File: config.mk
export PLATFORM = sky130hd
export DESIGN_NAME = window_polarity_threshold_detector_top
export DESIGN_NICKNAME = d
export VERILOG_FILES = /design/src/sv/wptd_pkg.sv /design/src/sv/wptd_ram.sv /design/src/sv/wptd_window.sv /design/src/sv/wptd_eval.sv /design/src/sv/window_polarity_threshold_detector_top.sv
export SDC_FILE = /design/constraint.sdc
export NUM_CORES = 2
export LEC_CHECK = 0
export CORE_MARGIN = 5
export CORE_UTILIZATION = 43
export CTS_CLUSTER_SIZE = 28
export DETAILED_ROUTE_END_ITERATION = 10
export DONT_BUFFER_PORTS = 1
export PLACE_DENSITY_LB_ADDON = 0.08
export SYNTH_ARGS = -nofsm -noshare
export SYNTH_HDL_FRONTEND = slang
export SYNTH_SLANG_ARGS = --single-unit
File: constraint.sdc
create_clock -name clk -period 9.35 [get_ports clk]
set_input_delay 0.935 -clock clk [delete_from_list [all_inputs] [get_ports clk]]
set_output_delay 0.935 -clock clk [all_outputs]
set_load 0.01 [all_outputs]
File: src/sv/wptd_pkg.sv
// shared constants, types and helpers for the window polarity threshold detector
package wptd_pkg;

  localparam int MAX_WINDOW  = 256;
  localparam int ADDR_W      = $clog2(MAX_WINDOW);
  localparam int CNT_W       = 9;
  localparam int THR_W       = 17;
  localparam int FRAC_W      = 16;
  localparam int PROD_W      = THR_W + CNT_W;
  localparam int SAMPLE_W    = 32;
  localparam int TALLY_W     = 32;
  localparam int CFG_INDEX_W = 4;
  localparam int CFG_DATA_W  = 17;

  typedef enum logic [CFG_INDEX_W-1:0] {
    REG_WINDOW_LENGTH = 4'd0,
    REG_WARMUP_FILL   = 4'd1,
    REG_BULL_LEVEL    = 4'd2,
    REG_BEAR_LEVEL    = 4'd3
  } reg_index_t;

  localparam logic [CNT_W-1:0] WINDOW_LENGTH_RST = 9'd64;
  localparam logic [CNT_W-1:0] WARMUP_FILL_RST   = 9'd8;
  localparam logic [THR_W-1:0] BULL_LEVEL_RST    = 17'd39322;
  localparam logic [THR_W-1:0] BEAR_LEVEL_RST    = 17'd26214;

  typedef struct packed {
    logic [CNT_W-1:0] window_length;
    logic [CNT_W-1:0] warmup_fill;
    logic [THR_W-1:0] bull_level;
    logic [THR_W-1:0] bear_level;
  } cfg_t;

  typedef struct packed {
    logic [CNT_W-1:0] positive_count;
    logic [CNT_W-1:0] window_fill;
  } window_stat_t;

  // first declared member lands in the highest bits
  typedef struct packed {
    logic [TALLY_W-1:0] total_samples;
    logic [TALLY_W-1:0] bearish_event_count;
    logic [TALLY_W-1:0] bullish_event_count;
    logic               bearish_event;
    logic               bullish_event;
    logic               bear_flag;
    logic               bull_flag;
    logic               warming_up;
    logic [CNT_W-1:0]   window_fill;
    logic [CNT_W-1:0]   positive_count;
  } result_t;

  localparam int RESULT_W   = $bits(result_t);
  localparam int OUT_DATA_W = ((RESULT_W + 7) / 8) * 8;

  function automatic logic [CNT_W-1:0] effective_window(input logic [CNT_W-1:0] len);
    logic [CNT_W-1:0] w;
    w = len;
    if (len == '0) begin
      w = CNT_W'(1);
    end else if (len > CNT_W'(MAX_WINDOW)) begin
      w = CNT_W'(MAX_WINDOW);
    end
    return w;
  endfunction

endpackage

File: src/sv/wptd_ram.sv
// generic single-write, single-read ram with registered read data
module wptd_ram #(
  parameter int WIDTH = 1,
  parameter int DEPTH = 256
) (
  input  logic                     clk,
  input  logic                     we,
  input  logic [$clog2(DEPTH)-1:0] waddr,
  input  logic [WIDTH-1:0]         wdata,
  input  logic [$clog2(DEPTH)-1:0] raddr,
  output logic [WIDTH-1:0]         rdata
);

  logic [WIDTH-1:0] mem [DEPTH];

  always_ff @(posedge clk) begin
    if (we) begin
      mem[waddr] <= wdata;
    end
    rdata <= mem[raddr];
  end

endmodule

File: src/sv/wptd_window.sv
// sign bit ring, running positive count and fill level, first pipeline stage
module wptd_window (
  input  logic                            clk,
  input  logic                            rst,
  input  logic                            clear,
  input  logic [wptd_pkg::CNT_W-1:0]      win,
  input  logic                            in_valid,
  output logic                            in_ready,
  input  logic [wptd_pkg::SAMPLE_W-1:0]   in_sample,
  output logic                            stat_valid,
  input  logic                            stat_ready,
  output wptd_pkg::window_stat_t          stat
);
  import wptd_pkg::*;

  logic [ADDR_W-1:0] wp;
  logic [ADDR_W-1:0] wp_next;
  logic [CNT_W-1:0]  fill;
  logic [CNT_W-1:0]  fill_next;
  logic [CNT_W-1:0]  running;
  logic [CNT_W-1:0]  running_next;
  logic              bypass;
  logic              bypass_bit;
  logic              ram_bit;
  logic              old_bit;
  logic              new_bit;
  logic              accept;
  logic [CNT_W-1:0]  wp_inc;

  assign in_ready = !stat_valid || stat_ready;
  assign accept   = in_valid && in_ready;
  assign new_bit  = (in_sample != '0) && !in_sample[SAMPLE_W-1];

  // slots beyond the fill level were never written since the last clear
  assign old_bit = (fill == win) ? (bypass ? bypass_bit : ram_bit) : 1'b0;

  assign wp_inc       = CNT_W'(wp) + CNT_W'(1);
  assign running_next = running - CNT_W'(old_bit) + CNT_W'(new_bit);
  assign fill_next    = (fill < win) ? fill + CNT_W'(1) : fill;

  always_comb begin
    wp_next = wp;
    if (clear) begin
      wp_next = '0;
    end else if (accept) begin
      wp_next = (wp_inc >= win) ? '0 : wp_inc[ADDR_W-1:0];
    end
  end

  wptd_ram #(
    .WIDTH (1),
    .DEPTH (MAX_WINDOW)
  ) u_ring (
    .clk   (clk),
    .we    (accept),
    .waddr (wp),
    .wdata (new_bit),
    .raddr (wp_next),
    .rdata (ram_bit)
  );

  always_ff @(posedge clk) begin
    if (rst || clear) begin
      wp         <= '0;
      fill       <= '0;
      running    <= '0;
      bypass     <= 1'b0;
      stat_valid <= 1'b0;
    end else begin
      wp     <= wp_next;
      bypass <= accept && (wp_next == wp);
      if (accept) begin
        fill    <= fill_next;
        running <= running_next;
      end
      if (in_ready) begin
        stat_valid <= in_valid;
      end
    end
  end

  always_ff @(posedge clk) begin
    bypass_bit <= new_bit;
    if (accept) begin
      stat.positive_count <= running_next;
      stat.window_fill    <= fill_next;
    end
  end

  a_fill_in_window: assert property (@(posedge clk) disable iff (rst) fill <= win)
    else $error("fill level beyond window length");
  a_count_in_fill: assert property (@(posedge clk) disable iff (rst) running <= fill)
    else $error("positive count beyond fill level");
  a_wp_in_window: assert property (@(posedge clk) disable iff (rst)
    CNT_W'(wp) < win)
    else $error("write position outside window");
  a_stat_tracks: assert property (@(posedge clk) disable iff (rst)
    accept && !clear |=> stat_valid && stat.window_fill == fill)
    else $error("stage register out of step with fill level");

endmodule

File: src/sv/wptd_eval.sv
// exact fraction compare, edge events and tallies, result register
module wptd_eval (
  input  logic                         clk,
  input  logic                         rst,
  input  logic                         clear,
  input  wptd_pkg::cfg_t               cfg,
  input  logic                         stat_valid,
  output logic                         stat_ready,
  input  wptd_pkg::window_stat_t       stat,
  output logic                         out_valid,
  input  logic                         out_ready,
  output wptd_pkg::result_t            result
);
  import wptd_pkg::*;

  logic               accept;
  logic               warming;
  logic [PROD_W-1:0]  scaled;
  logic [PROD_W-1:0]  bull_prod;
  logic [PROD_W-1:0]  bear_prod;
  logic               bull;
  logic               bear;
  logic               bull_ev;
  logic               bear_ev;
  logic               last_bull;
  logic               last_bear;
  logic [TALLY_W-1:0] bull_tally;
  logic [TALLY_W-1:0] bear_tally;
  logic [TALLY_W-1:0] sample_tally;
  logic [TALLY_W-1:0] bull_tally_next;
  logic [TALLY_W-1:0] bear_tally_next;
  logic [TALLY_W-1:0] sample_tally_next;

  assign stat_ready = !out_valid || out_ready;
  assign accept     = stat_valid && stat_ready;

  assign warming   = stat.window_fill < cfg.warmup_fill;
  assign scaled    = PROD_W'({stat.positive_count, {FRAC_W{1'b0}}});
  assign bull_prod = PROD_W'(cfg.bull_level) * PROD_W'(stat.window_fill);
  assign bear_prod = PROD_W'(cfg.bear_level) * PROD_W'(stat.window_fill);
  assign bull      = !warming && (scaled >= bull_prod);
  assign bear      = !warming && (scaled <= bear_prod);
  assign bull_ev   = bull && !last_bull;
  assign bear_ev   = bear && !last_bear;

  assign bull_tally_next   = bull_tally + TALLY_W'(bull_ev);
  assign bear_tally_next   = bear_tally + TALLY_W'(bear_ev);
  assign sample_tally_next = sample_tally + TALLY_W'(1);

  always_ff @(posedge clk) begin
    if (rst || clear) begin
      last_bull    <= 1'b0;
      last_bear    <= 1'b0;
      bull_tally   <= '0;
      bear_tally   <= '0;
      sample_tally <= '0;
      out_valid    <= 1'b0;
    end else begin
      if (accept) begin
        if (!warming) begin
          last_bull <= bull;
          last_bear <= bear;
        end
        bull_tally   <= bull_tally_next;
        bear_tally   <= bear_tally_next;
        sample_tally <= sample_tally_next;
      end
      if (stat_ready) begin
        out_valid <= stat_valid;
      end
    end
  end

  always_ff @(posedge clk) begin
    if (accept) begin
      result.positive_count      <= stat.positive_count;
      result.window_fill         <= stat.window_fill;
      result.warming_up          <= warming;
      result.bull_flag           <= bull;
      result.bear_flag           <= bear;
      result.bullish_event       <= bull_ev;
      result.bearish_event       <= bear_ev;
      result.bullish_event_count <= bull_tally_next;
      result.bearish_event_count <= bear_tally_next;
      result.total_samples       <= sample_tally_next;
    end
  end

  a_bull_event_flag: assert property (@(posedge clk) disable iff (rst)
    out_valid && result.bullish_event |-> result.bull_flag)
    else $error("bullish event without bullish flag");
  a_bear_event_flag: assert property (@(posedge clk) disable iff (rst)
    out_valid && result.bearish_event |-> result.bear_flag)
    else $error("bearish event without bearish flag");
  a_warming_quiet: assert property (@(posedge clk) disable iff (rst)
    out_valid && result.warming_up |-> !result.bull_flag && !result.bear_flag)
    else $error("flags raised while warming up");
  a_event_repeat: assert property (@(posedge clk) disable iff (rst || clear)
    accept && !warming && bull |=> !bull_ev || !accept)
    else $error("bullish event repeated without falling edge");

endmodule

File: src/sv/window_polarity_threshold_detector_top.sv
// top level: configuration registers, stream ports and the two pipeline stages
// stages: window stage register, then result register; throughput: one
// transaction per cycle unless m_tready stalls the pipeline, the sign ring ram
// is read one step ahead of the write pointer, forwarding for a one-sample window
// reset: synchronous, loads default registers and clears counts and tallies;
// writing a defined register clears the same state; the ring needs no clearing pass
module window_polarity_threshold_detector_top (
  input  logic                                clk,
  input  logic                                rst,
  input  logic                                s_tvalid,
  output logic                                s_tready,
  input  logic [wptd_pkg::SAMPLE_W-1:0]       s_tdata,   // bias_sample
  output logic                                m_tvalid,
  input  logic                                m_tready,
  // positive_count, window_fill, warming_up, bull flag, bear flag, bullish_event,
  // bearish_event, bullish_event_count, bearish_event_count, total_samples, zero pad
  output logic [wptd_pkg::OUT_DATA_W-1:0]     m_tdata,
  input  logic                                cfg_valid,
  output logic                                cfg_ready,
  input  logic [wptd_pkg::CFG_INDEX_W-1:0]    cfg_index,
  input  logic [wptd_pkg::CFG_DATA_W-1:0]     cfg_data
);
  import wptd_pkg::*;

  cfg_t         cfg;
  logic         cfg_write;
  logic         clear;
  logic         stat_valid;
  logic         stat_ready;
  window_stat_t stat;
  result_t      result;
  logic [CNT_W-1:0] win;

  assign cfg_ready = 1'b1;
  assign cfg_write = cfg_valid && cfg_ready;
  assign clear     = cfg_write && ((cfg_index == REG_WINDOW_LENGTH)
                                || (cfg_index == REG_WARMUP_FILL)
                                || (cfg_index == REG_BULL_LEVEL)
                                || (cfg_index == REG_BEAR_LEVEL));
  assign win       = effective_window(cfg.window_length);

  always_ff @(posedge clk) begin
    if (rst) begin
      cfg.window_length <= WINDOW_LENGTH_RST;
      cfg.warmup_fill   <= WARMUP_FILL_RST;
      cfg.bull_level    <= BULL_LEVEL_RST;
      cfg.bear_level    <= BEAR_LEVEL_RST;
    end else if (cfg_write) begin
      unique case (cfg_index)
        REG_WINDOW_LENGTH: cfg.window_length <= cfg_data[CNT_W-1:0];
        REG_WARMUP_FILL:   cfg.warmup_fill   <= cfg_data[CNT_W-1:0];
        REG_BULL_LEVEL:    cfg.bull_level    <= cfg_data[THR_W-1:0];
        REG_BEAR_LEVEL:    cfg.bear_level    <= cfg_data[THR_W-1:0];
        default: begin
        end
      endcase
    end
  end

  wptd_window u_window (
    .clk        (clk),
    .rst        (rst),
    .clear      (clear),
    .win        (win),
    .in_valid   (s_tvalid),
    .in_ready   (s_tready),
    .in_sample  (s_tdata),
    .stat_valid (stat_valid),
    .stat_ready (stat_ready),
    .stat       (stat)
  );

  wptd_eval u_eval (
    .clk        (clk),
    .rst        (rst),
    .clear      (clear),
    .cfg        (cfg),
    .stat_valid (stat_valid),
    .stat_ready (stat_ready),
    .stat       (stat),
    .out_valid  (m_tvalid),
    .out_ready  (m_tready),
    .result     (result)
  );

  assign m_tdata = OUT_DATA_W'(result);

endmodule

==> flow_metrics.env <==
export IMPL_die_h_um=298.4
export IMPL_numPortBuffers=0
export IMPL_die_area_um2=89010
export IMPL_dpl_hpwl_um=71270
export IMPL_routedWlPerCell_um=20.75
export IMPL_start_util_pct=43.47
export IMPL_topRoutingLayerUsed="met4"
export IMPL_wl_met2_um=50190
export IMPL_antenna_left=0
export IMPL_syn_cell_area_um2=35750
export IMPL_slowest_delay_ns=0.46
export IMPL_clock_root_buffer="clkbuf_16"
export IMPL_syn_avg_cell_area_um2=9.753
export IMPL_ys_seq_area_share_pct=43.14
export IMPL_grt_first_pass_wirelength_um=157300
export IMPL_critPathMaxFanout=4
export IMPL_hold_violations=0
export IMPL_hp_class="primary input to register"
export IMPL_drt_iter0_drc=1900
export IMPL_synth_ff_latch_count=574
export IMPL_die_w_um=298.4
export IMPL_clk_latency_ns=0.64
export IMPL_vias=26560
export IMPL_min_period_over_period_pct=97.14
export IMPL_min_period_ns=9.082
export IMPL_antenna_found_initial=0
export IMPL_r2r_start="u_window.stat[0]$_DFFE_PP_"
export IMPL_cts_sinks=574
export IMPL_worst_pin_slew_ns=1.110
export IMPL_synthesis_instances=3666
export IMPL_io_pins=181
export IMPL_p_total_mw=7.841
export IMPL_hold_buffers=0
export IMPL_avgViaCountPerCell=5.445
export IMPL_finalSetupViolations=0
export IMPL_setup_ws_ns=0.2678
export IMPL_leakagePower_nw=16.31
export IMPL_drc=0
export IMPL_synth_edff_count=393
export IMPL_final_common_cell="nand2_1"
export IMPL_placed_area_um2=37990
export IMPL_arrival_ns=9.56
export IMPL_critPathLaunchType="register"
export IMPL_cts_clk_slew_worst_paths_ns=0.06
export IMPL_cts_tree="yes"
export IMPL_path_buf_inv=5
export IMPL_num_antenna_cells=0
export IMPL_met1_length_um=42750
export IMPL_final_cell_mix="nand2_1, nor2_1, edfxtp_1, inv_1, buf_4"
export IMPL_maxCapViolCount=0
export IMPL_slew_viol_final=0
export IMPL_critPathRequiredTime_ns=9.82
export IMPL_grt_max_degree=102
export IMPL_grt_ovfl_total=0
export IMPL_pre_cts_ws_ns=-0.8438
export IMPL_layout_nets=4178
export IMPL_hold_depth=1
export IMPL_reg2reg_setup_slack_ns=0.27
export IMPL_grt_pass1_vias=27190
export IMPL_ys_types=87
export IMPL_crit_type="register to register"
export IMPL_dr_pass1_iters=8
export IMPL_power_density_nw_per_um2=191.0
export IMPL_core_area_um2=82240
export IMPL_synth_async_reset_ratio_pct=0
export IMPL_drive_gt1_share_pct=12.14
export IMPL_wl_met3_um=5114
export IMPL_synth_ff_type="edfxtp_1"
export IMPL_min_from="rst"
export IMPL_status="complete, no violations"
export IMPL_ff2ff_path_depth=44
export IMPL_track_usage_pct=22.25
export IMPL_rsz0062_at_grt="true"
export IMPL_r2r_end="u_eval.bear_tally[30]$_SDFFE_PP0P_"
export IMPL_fin_area_um2=41050
export IMPL_max_freq_ghz=0.1101
export IMPL_ys_warn_count=0
export IMPL_slew_headroom_pct=25.97
export IMPL_std_cell_rows=105
export IMPL_crit_family="simple AND/OR/NAND/NOR gates"
export IMPL_cp_slowest_cell="fa_2"
export IMPL_ctsHtreeMaxLevel=3
export IMPL_clock_path_buffers=3
export IMPL_gp_congestion=0.8549
export IMPL_cts_buffers=68
export IMPL_fin_skew_ns=0.03710
export IMPL_ir_drop_mv=0.1241
export IMPL_synth_nets=4092
export IMPL_end_kind="register"
export IMPL_syn2layout_area_growth_pct=14.82
export IMPL_min_to="cfg[42]$_SDFFE_PP0P_"
export IMPL_wl_um=101200
-- synthesized netlist by cell type, types with 73 or more instances --
cell      instances  share of area [%]
a21oi_1         163                2.3
and2_1          169                3.0
clkbuf_1        160                1.7
dfxtp_1         181                 10
edfxtp_1        393                 33
fa_1            213                 12
ha_1            155                5.4
inv_1           286                3.0
nand2_1         570                6.0
nand3_1         117                1.6
nor2_1          425                4.5
o21ai_0          73                1.0
xnor2_1          86                2.1
xor2_1          121                3.0
-- logic make-up after synthesis --
logic type               count (synthesis)  synth area share, %
XOR/XNOR                               207                5.071
other                                    2              0.02101
flip-flops                             574                43.14
AND/OR/NAND/NOR                       1556                20.13
buffers and inverters                  501                5.508
multiplexers                            61                1.788
adder cells (fa/ha/maj)                368                17.35
AO/OA/AOI/OAI                          397                6.985
-- stage by stage --
| step | instances | util [%] | setup TNS, ns | hold slack, ns |
|---|---|---|---|---|
| after global routing | 4877 | 49.92 | -1.943 | 0.3496 |
| final | 4877 | 49.92 | 0 | 0.3820 |
| after floorplan | 3666 | - | 0 | 0.4244 |
| after detailed placement | 4729 | 46.19 | -22.59 | 0.4535 |
| after CTS | 4859 | 49.25 | 0 | 0.3459 |
| after global placement | 4729 | 46.19 | -11.83 | 0.4432 |
-- flip-flops by register name, indices dropped and copies added (netlist names) --
name	flops
u_window.wp	8
u_window.stat_valid	1
u_window.running	9
u_eval.last_bear	1
u_window.fill	9
u_window.u_ring.mem	256
u_window.u_ring.rdata	1
u_eval.out_valid	1
u_window.bypass	1
cfg	52
u_eval.sample_tally	32
u_eval.bull_tally	32
u_eval.bear_tally	32
u_eval.result	119
u_eval.last_bull	1
u_window.stat	18
u_window.bypass_bit	1
-- per-layer routing --
layer  vias to the layer above  global-route usage (%)
met3                       169                   3.252
met5                         -                       0
li1                      12410                       -
met1                     13240                   29.17
met2                       748                   38.18
met4                         0                   7.279
-- power breakdown --
part | internal [mW] | switching [mW] | total, mW
sequential | 2.80 | 0.0978 | 2.90
combinational | 1.01 | 1.26 | 2.27
clock | 1.53 | 1.14 | 2.67
total | 5.35 | 2.49 | 7.84
-- what timing repair did --
item | CTS | global route
cloned | 0 | 1
buffers inserted | 5 | 17
endpoints found under the setup margin | 80 | 46
pin swaps | 21 | 40
gates resized for setup | 49 | 91
-- final cells by class --
cell class	instances	area, µm²
clock buffers	97	1902
clock inverters	28	370.4
fillers	7543	41190
inverters	289	1090
multi-input cells	2591	18970
flip-flops and latches	574	15430
well taps	1070	1339
repair buffers	228	1952
-- worst max-delay path by stage --
stage / from / slack, ns / cells past startpoint / to
after global routing: u_window.stat[2]$_DFFE_PP_ / -0.25 / 47 / u_eval.bull_tally[28]$_SDFFE_PP0P_
after floorplan: u_window.stat[1]$_DFFE_PP_ / 0.03 / 42 / u_eval.result[83]$_DFFE_PP_
after global placement: cfg[3]$_SDFFE_PP0P_ / -0.57 / 42 / u_eval.bear_tally[30]$_SDFFE_PP0P_
after detailed placement: cfg[3]$_SDFFE_PP0P_ / -0.84 / 42 / u_eval.bear_tally[30]$_SDFFE_PP0P_
final: u_window.stat[0]$_DFFE_PP_ / 0.27 / 44 / u_eval.bear_tally[30]$_SDFFE_PP0P_
after CTS: u_window.stat[5]$_DFFE_PP_ / 0.001 / 43 / u_eval.bull_tally[28]$_SDFFE_PP0P_
Note: power is estimated with default switching activity, not from simulation.
